### src/sv/round_robin_ready_queue_unit_defines.svh
// Assertion macros for the ready queue RTL.
// Needs clk_i and rst_ni in the scope of each use.
`ifndef ROUND_ROBIN_READY_QUEUE_UNIT_DEFINES_SVH
`define ROUND_ROBIN_READY_QUEUE_UNIT_DEFINES_SVH

// Property checked at every clock edge outside reset.
`define RRQ_ASSERT(label, prop, msg) \
  label: assert property (@(posedge clk_i) disable iff (!rst_ni) (prop)) else $error(msg);

// Consequent checked in the cycle after the antecedent holds.
`define RRQ_ASSERT_NXT(label, ante, cons, msg) \
  label: assert property (@(posedge clk_i) disable iff (!rst_ni) (ante) |=> (cons)) \
    else $error(msg);

`endif

### src/sv/rrq_pkg.sv
// Shared types and constants for the round-robin ready queue.
// No dependencies.
`timescale 1ns / 1ps

package rrq_pkg;

  localparam int QUEUE_DEPTH = 16;
  localparam int ID_W        = 8;
  localparam int OP_W        = 2;
  localparam int STATUS_W    = 3;
  localparam int CNT_W       = $clog2(QUEUE_DEPTH + 1);

  typedef enum logic [OP_W-1:0] {
    OP_ADMIT  = 2'd0,
    OP_REMOVE = 2'd1,
    OP_NEXT   = 2'd2,
    OP_CLEAR  = 2'd3
  } op_e;

  typedef enum logic [STATUS_W-1:0] {
    ST_OK        = 3'd0,
    ST_FULL      = 3'd1,
    ST_NOT_FOUND = 3'd2,
    ST_EMPTY     = 3'd3,
    ST_NULL      = 3'd4
  } status_e;

  // Command broadcast from the controller to every cell.
  typedef struct packed {
    logic             fire;
    op_e              op;
    logic [ID_W-1:0]  id;
    logic [ID_W-1:0]  front;
    logic [CNT_W-1:0] count;
  } cell_cmd_t;

endpackage

### src/sv/round_robin_ready_queue_unit.sv
// Round-robin ready queue: a chain of slot cells with the front at position 0.
// The result is registered and appears in the cycle after the input transaction is accepted.
// One transaction per cycle while the result is drained or free; admit, remove and rotate
// each complete through the match chain across the cells and their single-step shift.
// Reset clears the fill level and the result valid; slot contents are undefined
// until written and are never read beyond the fill level.
`timescale 1ns / 1ps
`include "round_robin_ready_queue_unit_defines.svh"

module round_robin_ready_queue_unit (
  input  logic                           clk_i,
  input  logic                           rst_ni,
  input  logic                           in_valid_i,
  output logic                           in_ready_o,
  input  logic [rrq_pkg::OP_W-1:0]       op_i,
  input  logic [rrq_pkg::ID_W-1:0]       thread_id_i,
  output logic                           out_valid_o,
  input  logic                           out_ready_i,
  output logic [rrq_pkg::ID_W-1:0]       next_thread_o,
  output logic [rrq_pkg::CNT_W-1:0]      queue_length_o,
  output logic [rrq_pkg::STATUS_W-1:0]   status_o
);
  import rrq_pkg::*;

  logic [CNT_W-1:0] count_q, count_d;
  logic             out_valid_q;
  logic [ID_W-1:0]  next_thread_q, next_thread_d;
  logic [CNT_W-1:0] queue_length_q;
  status_e          status_q, status_d;

  logic             fire;
  op_e              op;
  logic             id_nz;
  cell_cmd_t        cmd;
  logic [ID_W-1:0]  slot   [QUEUE_DEPTH];
  logic             found  [QUEUE_DEPTH+1];

  // A new transaction is taken whenever the result register is free or draining.
  assign in_ready_o = !out_valid_q || out_ready_i;
  assign fire       = in_valid_i && in_ready_o;
  assign op         = op_e'(op_i);
  assign id_nz      = thread_id_i != '0;

  // Command broadcast to the cell chain.
  assign cmd.fire  = fire;
  assign cmd.op    = op;
  assign cmd.id    = thread_id_i;
  assign cmd.front = slot[0];
  assign cmd.count = count_q;

  // Chain of slot cells; the search flag ripples from the front to the back.
  assign found[0] = 1'b0;
  for (genvar g = 0; g < QUEUE_DEPTH; g++) begin : g_cell
    logic [ID_W-1:0] right;
    if (g == QUEUE_DEPTH - 1) begin : g_tail
      assign right = slot[g];
    end else begin : g_body
      assign right = slot[g+1];
    end
    rrq_cell u_cell (
      .clk_i   (clk_i),
      .pos_i   (CNT_W'(g)),
      .cmd_i   (cmd),
      .right_i (right),
      .found_i (found[g]),
      .slot_o  (slot[g]),
      .found_o (found[g+1])
    );
  end

  // Result and new fill level for the operation.
  always_comb begin
    count_d       = count_q;
    next_thread_d = '0;
    status_d      = ST_OK;
    case (op)
      OP_ADMIT: begin
        if (!id_nz) begin
          status_d = ST_NULL;
        end else if (count_q == CNT_W'(QUEUE_DEPTH)) begin
          status_d = ST_FULL;
        end else begin
          count_d = count_q + CNT_W'(1);
        end
      end
      OP_REMOVE: begin
        if (!id_nz) begin
          status_d = ST_NULL;
        end else if (!found[QUEUE_DEPTH]) begin
          status_d = ST_NOT_FOUND;
        end else begin
          count_d = count_q - CNT_W'(1);
        end
      end
      OP_NEXT: begin
        if (count_q == '0) begin
          status_d = ST_EMPTY;
        end else begin
          next_thread_d = slot[0];
        end
      end
      default: begin
        count_d = '0;
      end
    endcase
  end

  // Control state: fill level and result valid.
  always_ff @(posedge clk_i or negedge rst_ni) begin
    if (!rst_ni) begin
      count_q     <= '0;
      out_valid_q <= 1'b0;
    end else begin
      if (fire) count_q <= count_d;
      if (fire) begin
        out_valid_q <= 1'b1;
      end else if (out_ready_i) begin
        out_valid_q <= 1'b0;
      end
    end
  end

  // Result payload register.
  always_ff @(posedge clk_i) begin
    if (fire) begin
      next_thread_q  <= next_thread_d;
      queue_length_q <= count_d;
      status_q       <= status_d;
    end
  end

  assign out_valid_o    = out_valid_q;
  assign next_thread_o  = next_thread_q;
  assign queue_length_o = queue_length_q;
  assign status_o       = status_q;

  // Checks on the queue bookkeeping.
  `RRQ_ASSERT(a_count_bound, count_q <= CNT_W'(QUEUE_DEPTH), "fill level beyond depth")
  `RRQ_ASSERT(a_len_tracks, out_valid_q |-> (queue_length_q == count_q), "length out of step")
  `RRQ_ASSERT(a_empty_result, (out_valid_q && status_q == ST_EMPTY) |-> (next_thread_q == '0 && queue_length_q == '0), "bad empty result")
  `RRQ_ASSERT_NXT(a_admit_grows, fire && op == OP_ADMIT && id_nz && count_q != CNT_W'(QUEUE_DEPTH), count_q == $past(count_q) + CNT_W'(1), "admit did not grow queue")
  `RRQ_ASSERT_NXT(a_clear_empties, fire && op == OP_CLEAR, count_q == '0, "clear left entries")

endmodule

### src/sv/rrq_cell.sv
// One slot of the ready queue chain: holds an identifier and shifts or loads it.
// Depends on rrq_pkg.
`timescale 1ns / 1ps

module rrq_cell (
  input  logic                          clk_i,
  input  logic [rrq_pkg::CNT_W-1:0]     pos_i,
  input  rrq_pkg::cell_cmd_t            cmd_i,
  input  logic [rrq_pkg::ID_W-1:0]      right_i,
  input  logic                          found_i,
  output logic [rrq_pkg::ID_W-1:0]      slot_o,
  output logic                          found_o
);
  import rrq_pkg::*;

  logic [ID_W-1:0]  slot_q, slot_d;
  logic [CNT_W-1:0] pos_next;
  logic             occupied;
  logic             match;
  logic             before_last;
  logic             is_last;
  logic             id_nz;

  // Position tests against the current fill level.
  assign pos_next    = pos_i + CNT_W'(1);
  assign occupied    = pos_i < cmd_i.count;
  assign before_last = pos_next < cmd_i.count;
  assign is_last     = pos_next == cmd_i.count;
  assign id_nz       = cmd_i.id != '0;

  // A match here or in any cell closer to the front marks the gap to close.
  assign match   = occupied && (slot_q == cmd_i.id);
  assign found_o = found_i | match;
  assign slot_o  = slot_q;

  // Choose between hold, shift from the right neighbor and a load.
  always_comb begin
    slot_d = slot_q;
    if (cmd_i.fire) begin
      case (cmd_i.op)
        OP_ADMIT: begin
          if (id_nz && (pos_i == cmd_i.count)) slot_d = cmd_i.id;
        end
        OP_REMOVE: begin
          if (id_nz && found_o && before_last) slot_d = right_i;
        end
        OP_NEXT: begin
          if (before_last) begin
            slot_d = right_i;
          end else if (is_last) begin
            slot_d = cmd_i.front;
          end
        end
        default: begin
          slot_d = slot_q;
        end
      endcase
    end
  end

  // Slot contents carry no reset; the fill level qualifies them.
  always_ff @(posedge clk_i) begin
    slot_q <= slot_d;
  end

endmodule
### config.mk
export PLATFORM = sky130hd
export DESIGN_NAME = round_robin_ready_queue_unit
export DESIGN_NICKNAME = d
export VERILOG_FILES = /design/src/sv/rrq_pkg.sv /design/src/sv/round_robin_ready_queue_unit.sv /design/src/sv/rrq_cell.sv
export VERILOG_INCLUDE_DIRS = /design/src /design/src/sv
export SDC_FILE = /design/constraint.sdc
export NUM_CORES = 1
export LEC_CHECK = 0
export BUFFER_PORTS_ARGS = -buffer_cell sky130_fd_sc_hd__buf_2
export CAP_MARGIN = 10
export CORE_MARGIN = 10
export CORE_UTILIZATION = 50
export CTS_BUF_LIST = sky130_fd_sc_hd__clkbuf_2
export CTS_CLUSTER_DIAMETER = 50
export DETAILED_ROUTE_END_ITERATION = 12
export PLACE_DENSITY_LB_ADDON = 0.05
export SKIP_LAST_GASP = 1
export SYNTH_ARGS = -nofsm -noshare
export SYNTH_HDL_FRONTEND = slang
export SYNTH_HIERARCHICAL = 1
export SYNTH_SLANG_ARGS = --single-unit
### constraint.sdc
create_clock -name clk_i -period 8 [get_ports clk_i]
set_clock_uncertainty 0.05 [all_clocks]
set_input_delay 0.4 -clock clk_i [delete_from_list [all_inputs] [get_ports clk_i]]
set_output_delay 0.4 -clock clk_i [all_outputs]
set_load 0.005 [all_outputs]
==> results of run 1 <==
[cell usage in the layout (no fill, tap or decap), types with 7 or more instances in the layout]
master,n
nand2b_1,12
buf_2,31
o211ai_1,14
clkbuf_2,17
and2_1,9
xnor2_1,63
a211oi_2,15
buf_4,32
a211o_1,15
edfxtp_1,144
a41o_2,7
a211oi_1,9
inv_1,149
nor4_1,32
and3_1,7
nand3_1,63
nor2_1,32
nor4_2,12
nand3_2,7
xor2_1,116
o21ai_1,117
mux2i_1,131
nand2_1,314
conb_1,257
a21oi_1,18
a21o_1,7
o21bai_1,9
a21oi_2,21
o21ai_0,163
nand4_1,33
nor3_1,12
and4_1,7
ha_1,242
[cell families (layout without fill, tap and decap cells)]
group                      count (synthesis)  in the layout  synth area share
and+or+nand+nor                          561            561            0.1613
xor gates and xnor gates                 179            179           0.09242
AOI/OAI and AO/OA                        455            455            0.1705
buffers and inverters                    220            249           0.05569
muxes                                    131            131           0.07730
adders and majority gates                242            242            0.1785
other                                      2            258         0.0004427
DFF                                      150            150            0.2638
[path summary, 6_finish.rpt]
path	end	slack (ns)
max in group asynchronous	count_q[0]	6.99
setup reg to reg	queue_length_o[1]	1.61
hold / removal	g_cell[1].u_cell/slot_o[5]	0.27
hold reg to reg	g_cell[3].u_cell/slot_o[7]	0.65
setup / recovery	queue_length_o[1]	1.61
min in group asynchronous	out_valid_o	0.51
[cell type report]
class	count	area, µm²	share of cell area
Antenna cell	1	2.502	0.0001330
Clock buffer	17	85.08	0.004521
Clock inverter	15	175.2	0.009308
Inverter	149	559.3	0.02972
Multi-Input combinational cell	1825	12510	0.6645
Sequential cell	150	4476	0.2378
Tap cell	448	560.5	0.02979
Timing Repair Buffer	68	455.4	0.02420
[repair_timing]
item,4_1_cts,5_1_grt
hold buffers,4,0
resized for setup,0,0
endpoints found under the setup margin,0,0
endpoints found under the hold margin,7,0
[sequential cells by signal (all words and copies together), names as in the netlist]
name	cells
count_q	5
out_valid_o	1
g_cell.u_cell/slot_o	128
next_thread_o	8
queue_length_o	5
status_o	3
[layer usage]
layer | share of wire | wire (µm)
met2 | 0.47 | 23200
met1 | 0.44 | 22100
met3 | 0.066 | 3289
met5 | 0 | 0
met4 | 0.022 | 1094
[worst register-to-register path: cells and delay by family (launching register included)]
family          cells  cell delay [ns]
fa+ha+maj           1             0.14
buf+inv             1             0.20
compound gates     21             4.89
simple gates        2             0.21
flops               1             0.70
[metrics by stage]
| stage | hold slack [ns] | cell area [µm²] | utilization | instances | total power, mW |
|---|---|---|---|---|---|
| floorplan | 0.05441 | 17920 | - | 2195 | 2.961 |
| global placement | 0.2202 | 18520 | 0.5522 | 2636 | 3.490 |
| detailed placement | 0.2174 | 18520 | 0.5522 | 2636 | 3.540 |
| CTS | 0.1954 | 18820 | 0.5612 | 2672 | 4.029 |
| global route | 0.2237 | 18820 | 0.5612 | 2673 | 4.398 |
| finish | 0.2711 | 18820 | 0.5612 | 2673 | 4.076 |
[report_power, final]
part           switching (mW)  total (mW)  internal, mW
Clock                   0.312       0.488         0.176
Sequential              0.124        1.12         0.999
Combinational            1.50        2.47         0.969
Total                    1.93        4.08          2.14
==> results.md, run 1 <==
* First-pass GRT wire length at between 70000 and 80000 µm
* CP startpoint kind: register
* Most common cell in the netlist: nand2_1
* CP Depth at 25
* Vias in the first global route at 14110
* Wire per inst at between 15 and 20 µm
* H-tree levels at 4
* Max stage delay on crit path at approximately 0.70 ns
* Buffers & Inverters on Critical Path at 1
* Met3 usage at 0.04137
* Die footprint at approximately 0.042 mm²
* Pre-Repair DR Iteration Count at 6
* GRT Max-Usage Layer: met2
* Worst-margin pin slew at 1.163 ns
* CTS Buf Count at 17
* GPL Wtd Cong at between 0.8 and 0.9
* Register bit total from synthesis at 150
* Dpl hpwl at around 35000 µm
* Area Overhead vs Synth at 10.95%
* Final period utilization at 0.7986
* Async set-reset flop share out of synthesis at 0.04000
* Crit path required time at between 8 and 9 ns
* Relative max-transition margin at 0.2234
* Overflow after GRT at 0
* Post-synth EDFFs at between 100 and 150
* Starting density of the core at 0.5059
* Dominant synthesized flop cell: edfxtp_1
* M2 GR Usage at 0.3926
* Max Cap Viol at 0
* Via count at between 10000 and 15000
* CTS max path bufs at 2
* Dominant delay contributor by cell family on the critical path: compound AO/OA/AOI/OAI gates
* Vias per inst at 5.532
* Mapped Area at approximately 0.017 mm²
* Final wirelength at between 40000 and 50000 µm
* Hold path startpoint: thread_id_i[5]
* # DRC at 0
* Most frequent CP cell: a41o_2
* Avg Cell Area, Syn at 8.744 µm²
* Top-area cell type share of the netlist area at 0.2549
* Outcome: finished clean
* WP data arrival at between 6 and 7 ns
* Clock Sinks at 150
* VDD IR max at around 0.16 mV
* Core area at between 0.03 and 0.04 mm²
* Clk Latency, worst-skew pair at a little under 0.8 ns
* Clock transition at path regs at 0.29 ns
* Sequential fraction of the synthesis area at 0.2638
* Crit end category: register
* Rows at 67
* Nets@finish at 2467
* Top cell type by total area after synthesis: edfxtp_1
* Dpl ws at 1.637 ns
* Cell area power density at around 220 mW/mm²
* Minimum clock period after layout at 6.389 ns
* Critical path class: reg -> reg
* Fin. max-slew vios at 0
* Buffers on Ports at 31
* Initial antenna violation count at 1
* CP Launch Point: count_q[1]
* GRT Resource Usage Total at 0.2364
* FF-to-FF Start: count_q[1]
* Die H at around 200 µm
* Largest net degree at the start of global routing at 68
* Netlist cell types at a little over 70
* Critical path peak fanout at 9
* Die Wd at 204.2 µm
* Fmax achieved at about 160 MHz
* Post-route setup slack at around 1.6 ns
* Worst r2r path cells at 25
* Synth area leaders: edfxtp_1 (25%), ha_1 (18%), mux2i_1 (7.7%)
* Post-CTS Setup Inserts at 0
* Worst path slowest cell: dfrtp_1
* Leakage at 8.547 nW
* IO Count at 32
* Final setup fails at 0
* CTS tree: yes
* Post-synth top cells: nand2_1 (314), ha_1 (242), o21ai_0 (163)
* Starting DRC count in detailed routing at around 1300
* Grt met1 use at 0.3069
* Final hold violations at 0
* WHS Path Cells at 3
* Setup_tns at 0 ns
* Min-delay worst type: in -> reg
* Fill cells at just over 3000
* Remaining antenna violation count after routing at 0
* Post-Synthesis Cells at roughly 1900
* Root Buffer: clkbuf_2
* Layout cell share with drive strength beyond 1 at 0.08138
* Yosys warns at 6
* RSZ-0062 raised after global routing: false
No activity file was read; power rests on OpenSTA's default activity.
==> inputs of run 2 (changes only) <==
--- a/config.mk
+++ b/config.mk
@@ -6,6 +6,7 @@
 export SDC_FILE = /design/constraint.sdc
 export NUM_CORES = 1
 export LEC_CHECK = 0
+export ABC_AREA = 1
 export BUFFER_PORTS_ARGS = -buffer_cell sky130_fd_sc_hd__buf_2
 export CAP_MARGIN = 10
 export CORE_MARGIN = 10
==> constraint.sdc (replaced) <==
create_clock -name clk_i -period 6.1 [get_ports clk_i]
set_clock_uncertainty 0.05 [all_clocks]
set_input_delay 0.305 -clock clk_i [delete_from_list [all_inputs] [get_ports clk_i]]
set_output_delay 0.305 -clock clk_i [all_outputs]
set_load 0.005 [all_outputs]
==> results.md, run 2 <==
* Outcome: finished clean
* RSZ-0062 raised after global routing: false
* Clock Sinks at 150
* Starting DRC count in detailed routing at approximately 1400
* Synth area leaders: edfxtp_1 (21%), nand2_1 (16%), ha_1 (15%)
* Overflow after GRT at 0
* Post-synth EDFFs at between 100 and 150
* Dominant delay contributor by cell family on the critical path: simple AND/OR/NAND/NOR gates
* Compound-gate portion of the synthesized area at 0.1836
* GRT Resource Usage Total at 0.2448
* Hold path endpoint: g_cell[3].u_cell/slot_o[3]
* Post-route setup slack at around 1.1 ns
* WHS at between 0.08 and 0.09 ns
* Layout cell share with drive strength beyond 1 at 0.1407
* Hold path startpoint: thread_id_i[3]
* Starting density of the core at 0.5099
* Top-area cell type share of the netlist area at 0.2120
* Final setup fails at 0
* Final period utilization at 0.8248
* IO Count at 32
* Die Wd at ~220 µm
* Largest family of logic cells by synthesized area: simple AND/OR/NAND/NOR gates
* Worst-margin pin slew at between 1 and 1.5 ns
* Remaining antenna violation count after routing at 0
* Core area at approximately 0.04 mm²
* Mapped Area at about 0.020 mm²
* Fill cells at 3946
* Buffers & Inverters on Critical Path at 16
* Dominant synthesized flop cell: edfxtp_1
* Initial antenna violation count at 2
* Async set-reset flop share out of synthesis at 0.04000
* Die footprint at about 0.05 mm²
* WP data arrival at roughly 5.5 ns
* Pre-Repair DR Iteration Count at 7
* H-tree levels at 4
* VDD IR max at ~0.17 mV
* Crit end category: register
* CTS max path bufs at 2
* Design Area, Final at around 0.022 mm²
* Cell area power density at ~230 mW/mm²
* Setup_tns at 0 ns
* Clk Latency, worst-skew pair at roughly 0.87 ns
* Buffers on Ports at 31
* Fin. max-slew vios at 0
* Netlist cell types at 30
* Wire per inst at about 16 µm
* Leakage at around 12 nW
* FF-to-FF Start: g_cell[0].u_cell/slot_o[1]
* Critical path class: reg -> reg
* Minimum clock period after layout at around 5 ns
* R2r setup slk at 1.07 ns
* Worst path slowest cell: edfxtp_1
* Most frequent CP cell: nand2_1
* CTS Buf Count at 17
* WHS Path Cells at 3
* Via count at between 15000 and 20000
* Reg-to-reg endpoint: g_cell[15].u_cell/slot_o[0]
* Root Buffer: clkbuf_2
* Nets@finish at between 3000 and 4000
* Adder-cell area share of the yosys netlist at 0.1484
* Area Overhead vs Synth at 9.783%
* Most common cell after layout, fill and taps aside: nand2_1
* Post-Synthesis Cells at a little over 3000
* Dpl hpwl at roughly 45000 µm
* # DRC at 0
* CP startpoint kind: register
* Vias per inst at ~5
* Post-synthesis simple-gate area fraction at 0.2840
* Layout Utilization at 0.5598
* Total power draw at around 5.2 mW
* Most frequent cells in the layout: nand2_1 (874), inv_1 (624), nor2_1 (324)
* First-pass GRT wire length at about 97000 µm
* Max stage delay on crit path at between 1 and 1.5 ns
* Min-delay worst type: in -> reg
* Placed Area at approximately 0.022 mm²
* Top cell type by total area after synthesis: edfxtp_1
* Most common cell in the netlist: nand2_1
* Post-synth top cells: nand2_1 (874), inv_1 (624), nor2_1 (324)
* XOR/XNOR Fraction of Synth Area at 0.02318
* Dpl cells at ~3800
* Finished Layout Cells at 3839
* Vias in the first global route at 18240
* Sequential fraction of the synthesis area at 0.2193
* Final wirelength at roughly 62000 µm
* Critical path peak fanout at 19
* Register bit total from synthesis at 150
* Largest net degree at the start of global routing at 40
* Final hold violations at 0
* Die H at 222.0 µm
* CTS tree: yes
* Rows at 73
* Relative max-transition margin at 0.3134
* Avg Cell Area, Syn at roughly 6.7 µm²
* Crit path required time at 6.59 ns
* Yosys warns at 6
* Max Cap Viol at 0
* GPL Wtd Cong at ~0.90
* Worst r2r path cells at 40
* Post-synthesis mux area share at 0
* Clock transition at path regs at 0.25 ns
* Max FFs per register at 128
* Dpl ws at about 1.2 ns
* Fmax achieved at ~200 MHz
[run 2: changes by cell type after synthesis, moves of 128 or more]
| cell | before | now |
|---|---|---|
| mux2i_1 | 131 | 0 |
| o21ai_0 | 163 | 20 |
| o21ai_2 | 0 | 128 |
| nor2_1 | 32 | 324 |
| a21oi_2 | 21 | 161 |
| nand2_1 | 314 | 874 |
| inv_1 | 149 | 624 |
| a21oi_1 | 18 | 155 |
[run 2: final cells by class]
class	instances	area (µm²)	share of cell area
well taps	525	656.9	0.02933
clock inverters	14	279.0	0.01246
inverters	640	2402	0.1073
clock buffers	18	90.09	0.004023
diodes	1	2.502	0.0001117
multi-input cells	2420	14000	0.6253
flip-flops and latches	150	4476	0.1998
repair buffers	71	485.5	0.02168
[run 2: worst register-to-register path: cells and delay by family, from the launching register on]
kind,cells,cell delay (ns)
AO/OA/AOI/OAI,1,0.44
AND/OR/NAND/NOR,23,2.26
flip-flops,1,1.09
buffers and inverters,16,0.88
[run 2: cell families after synthesis]
logic type               after synthesis
AND/OR/NAND/NOR                     1383
buffers and inverters                709
AO/OA/AOI/OAI                        484
adder cells (fa/ha/maj)              242
flip-flops                           150
XOR/XNOR                              54
other                                  2
[run 2: worst max-delay path by stage]
stage                                    start                           to  slack [ns]  cells after the start
floorplan                           count_q[0]            queue_length_o[2]        2.22                     45
global placement    g_cell[0].u_cell/slot_o[1]  g_cell[15].u_cell/slot_o[4]        1.23                     40
detailed placement  g_cell[0].u_cell/slot_o[1]  g_cell[15].u_cell/slot_o[7]        1.21                     40
CTS                 g_cell[0].u_cell/slot_o[1]  g_cell[15].u_cell/slot_o[6]        1.11                     40
global route        g_cell[0].u_cell/slot_o[1]  g_cell[15].u_cell/slot_o[6]        0.60                     40
finish              g_cell[0].u_cell/slot_o[1]  g_cell[15].u_cell/slot_o[0]        1.07                     40
[run 2: where the power goes]
group	internal [mW]	leakage (nW)	switching, mW
logic	1.03	10.1	1.94
registers	1.27	1.42	0.115
clock network	0.434	0.207	0.417
[run 2: what timing repair did]
item | 4_1_cts | 5_1_grt
hold buffers | 12 | 0
gates resized for setup | 0 | 0
setup endpoints to repair | 0 | 0
buffers inserted | 0 | 0
hold endpoints to repair | 35 | 0
[run 2: routing by layer]
metal | part of all wire | vias up | GRT usage
met2 | 0.48 | 532 | 0.4261
met3 | 0.048 | 124 | 0.02478
met5 | 0.00011 | - | 0
met1 | 0.43 | 8844 | 0.2980
met4 | 0.042 | 2 | 0.1111
li1 | - | 9723 | -
==> inputs of run 3 (changes only) <==
==> constraint.sdc (replaced) <==
create_clock -name clk_i -period 4.6 [get_ports clk_i]
set_clock_uncertainty 0.05 [all_clocks]
set_input_delay 0.23 -clock clk_i [delete_from_list [all_inputs] [get_ports clk_i]]
set_output_delay 0.23 -clock clk_i [all_outputs]
set_load 0.005 [all_outputs]
==> results.md, run 3 (synthesis results as in run 2) <==
* WP data arrival at 4.59 ns
* Outcome: finished clean
* Rows at 73
* Clock Sinks at 150
* Relative max-transition margin at 0.3062
* NetSw at 3.302 mW
* Overflow after GRT at 0
* Finished Layout Cells at 3870
* Die footprint at between 0.04 and 0.05 mm²
* Total power draw at between 6 and 7 mW
* Die Wd at 222.0 µm
* IO Count at 32
* Max Cap Viol at 0
* Wire per inst at 15.86 µm
* Max FFs per register at between 100 and 150
* # DRC at 0
* Vias in the first global route at 18340
* Dpl cells at about 3800
* Final period utilization at 0.8896
* Core area at about 0.04 mm²
* Fin. max-slew vios at 0
* Buffers on Ports at 31
* Clock transition at path regs at 0.25 ns
* Most common cell after layout, fill and taps aside: nand2_1
* Post-route setup slack at around 0.51 ns
* Crit path required time at roughly 5.1 ns
* Leakage at around 12 nW
* CTS max path bufs at 2
* Most frequent cells in the layout: nand2_1 (867), inv_1 (623), nor2_1 (324)
* Vias per inst at 4.990
* GPL Wtd Cong at ~0.92
* Worst-margin pin slew at 1.040 ns
* Critical path peak fanout at 8
* Layout cell share with drive strength beyond 1 at 0.1501
* Setup_tns at 0 ns
* First-pass GRT wire length at between 90000 and 100000 µm
* Sw Ratio at 0.4971
* Minimum clock period after layout at between 4 and 5 ns
* Gate power share at 0.606
* Final wirelength at a little over 60000 µm
* Remaining antenna violation count after routing at 0
* Clock power frac at 0.121
* Most frequent CP cell: inv_1
* Fmax achieved at roughly 240 MHz
* Starting DRC count in detailed routing at about 1300
* Final hold violations at 0
* Max stage delay on crit path at 0.44 ns
* Nets@finish at between 3000 and 4000
* RSZ-0062 raised after global routing: false
* Pre-Repair DR Iteration Count at 5
* Final setup fails at 0
* Largest net degree at the start of global routing at 36
* VDD IR max at 0.1923 mV
* Cell area power density at roughly 300 mW/mm²
* Critical path class: reg -> reg
* Int Pwr at roughly 3.3 mW
* Worst path slowest cell: dfrtp_1
* CTS Buf Count at 17
* Dpl hpwl at between 40000 and 50000 µm
* Crit end category: register
* Sequential share of power at 0.272
* GRT Resource Usage Total at 0.2451
* Clk Latency, worst-skew pair at roughly 0.84 ns
* Min-delay worst type: in -> reg
* Root Buffer: clkbuf_2
* Initial antenna violation count at 2
* CP startpoint kind: register
* Dpl ws at between 0.15 and 0.2 ns
* CTS tree: yes
* Area Overhead vs Synth at 10.51%
* Die H at ~220 µm
* Starting density of the core at 0.5099
* H-tree levels at 4
* Via count at approximately 19000
## run 3: changes by cell type in the layout (fill, tap and decap cells not counted), moves of 2 or more
cell / change
clkinv_2: +2
dlygate4sd3_1: +2
buf_4: +27
buf_12: +2
bufinv_16: -6
nand2_1: -7
nand2_2: +6
clkinvlp_4: +3
## run 3: final timing paths
check | startpoint | endpoint | slack (ns) | cells after the start
max in group asynchronous | rst_ni | count_q[3] | 3.92 | 3
min in group asynchronous | rst_ni | count_q[0] | 0.30 | 3
worst max-delay path | count_q[4] | g_cell[15].u_cell/slot_o[3] | 0.51 | 41
worst max register to register | count_q[4] | g_cell[15].u_cell/slot_o[3] | 0.51 | 41
worst min register to register | g_cell[8].u_cell/slot_o[4] | g_cell[7].u_cell/slot_o[4] | 0.66 | 2
worst min-delay path | in_valid_i | count_q[0] | 0.29 | 5
## run 3: worst max-delay path, delay by kind of cell (launching register included)
kind / cells / cell delay, ns
flops: 1 / 0.44
compound gates: 1 / 0.11
buf+inv: 17 / 1.10
fa+ha+maj: 1 / 0.29
simple gates: 22 / 1.78
## run 3: timing repair
action,4_1_cts,5_1_grt
resized for setup,0,10
endpoints found under the hold margin,66,0
endpoints found under the setup margin,0,27
hold buffers,14,0
setup buffers,0,3
## run 3: area by class of cell
class	count	area, µm²
Sequential cell	150	4476
Multi-Input combinational cell	2420	14030
Inverter	640	2402
Clock inverter	14	135.1
Timing Repair Buffer	103	759.5
Antenna cell	1	2.502
Clock buffer	17	85.08
Fill cell	3928	17460
Tap cell	525	656.9
## run 3: through the flow
| stage | hold slack (ns) | util | area, µm² |
|---|---|---|---|
| after floorplan | -0.1156 | - | 21360 |
| after global placement | 0.02575 | 0.5532 | 22130 |
| after detailed placement | 0.02755 | 0.5532 | 22130 |
| after CTS | 0.1980 | 0.5622 | 22490 |
| after global routing | 0.2416 | 0.5635 | 22540 |
| final | 0.2872 | 0.5635 | 22540 |
## run 3: power by group through the flow
| stage | sequential (mW) | combinational (mW) | clock, mW |
|---|---|---|---|
| final | 1.81 | 4.03 | 0.805 |
| after global placement | 1.84 | 3.84 | 0 |
| after detailed placement | 1.84 | 3.93 | 0 |
| after CTS | 1.81 | 3.96 | 0.821 |
| after floorplan | 1.85 | 3.14 | 0 |
| after global routing | 1.83 | 4.53 | 0.870 |
## run 3: metal layers
layer | wire, µm | share of wire | GRT usage | up-vias
met5 | 11 | 0.00018 | 0 | -
met4 | 2625 | 0.043 | 0.1102 | 2
met3 | 3024 | 0.049 | 0.02636 | 117
met2 | 29960 | 0.49 | 0.4284 | 495
met1 | 25760 | 0.42 | 0.2964 | 8905
li1 | - | - | - | 9793
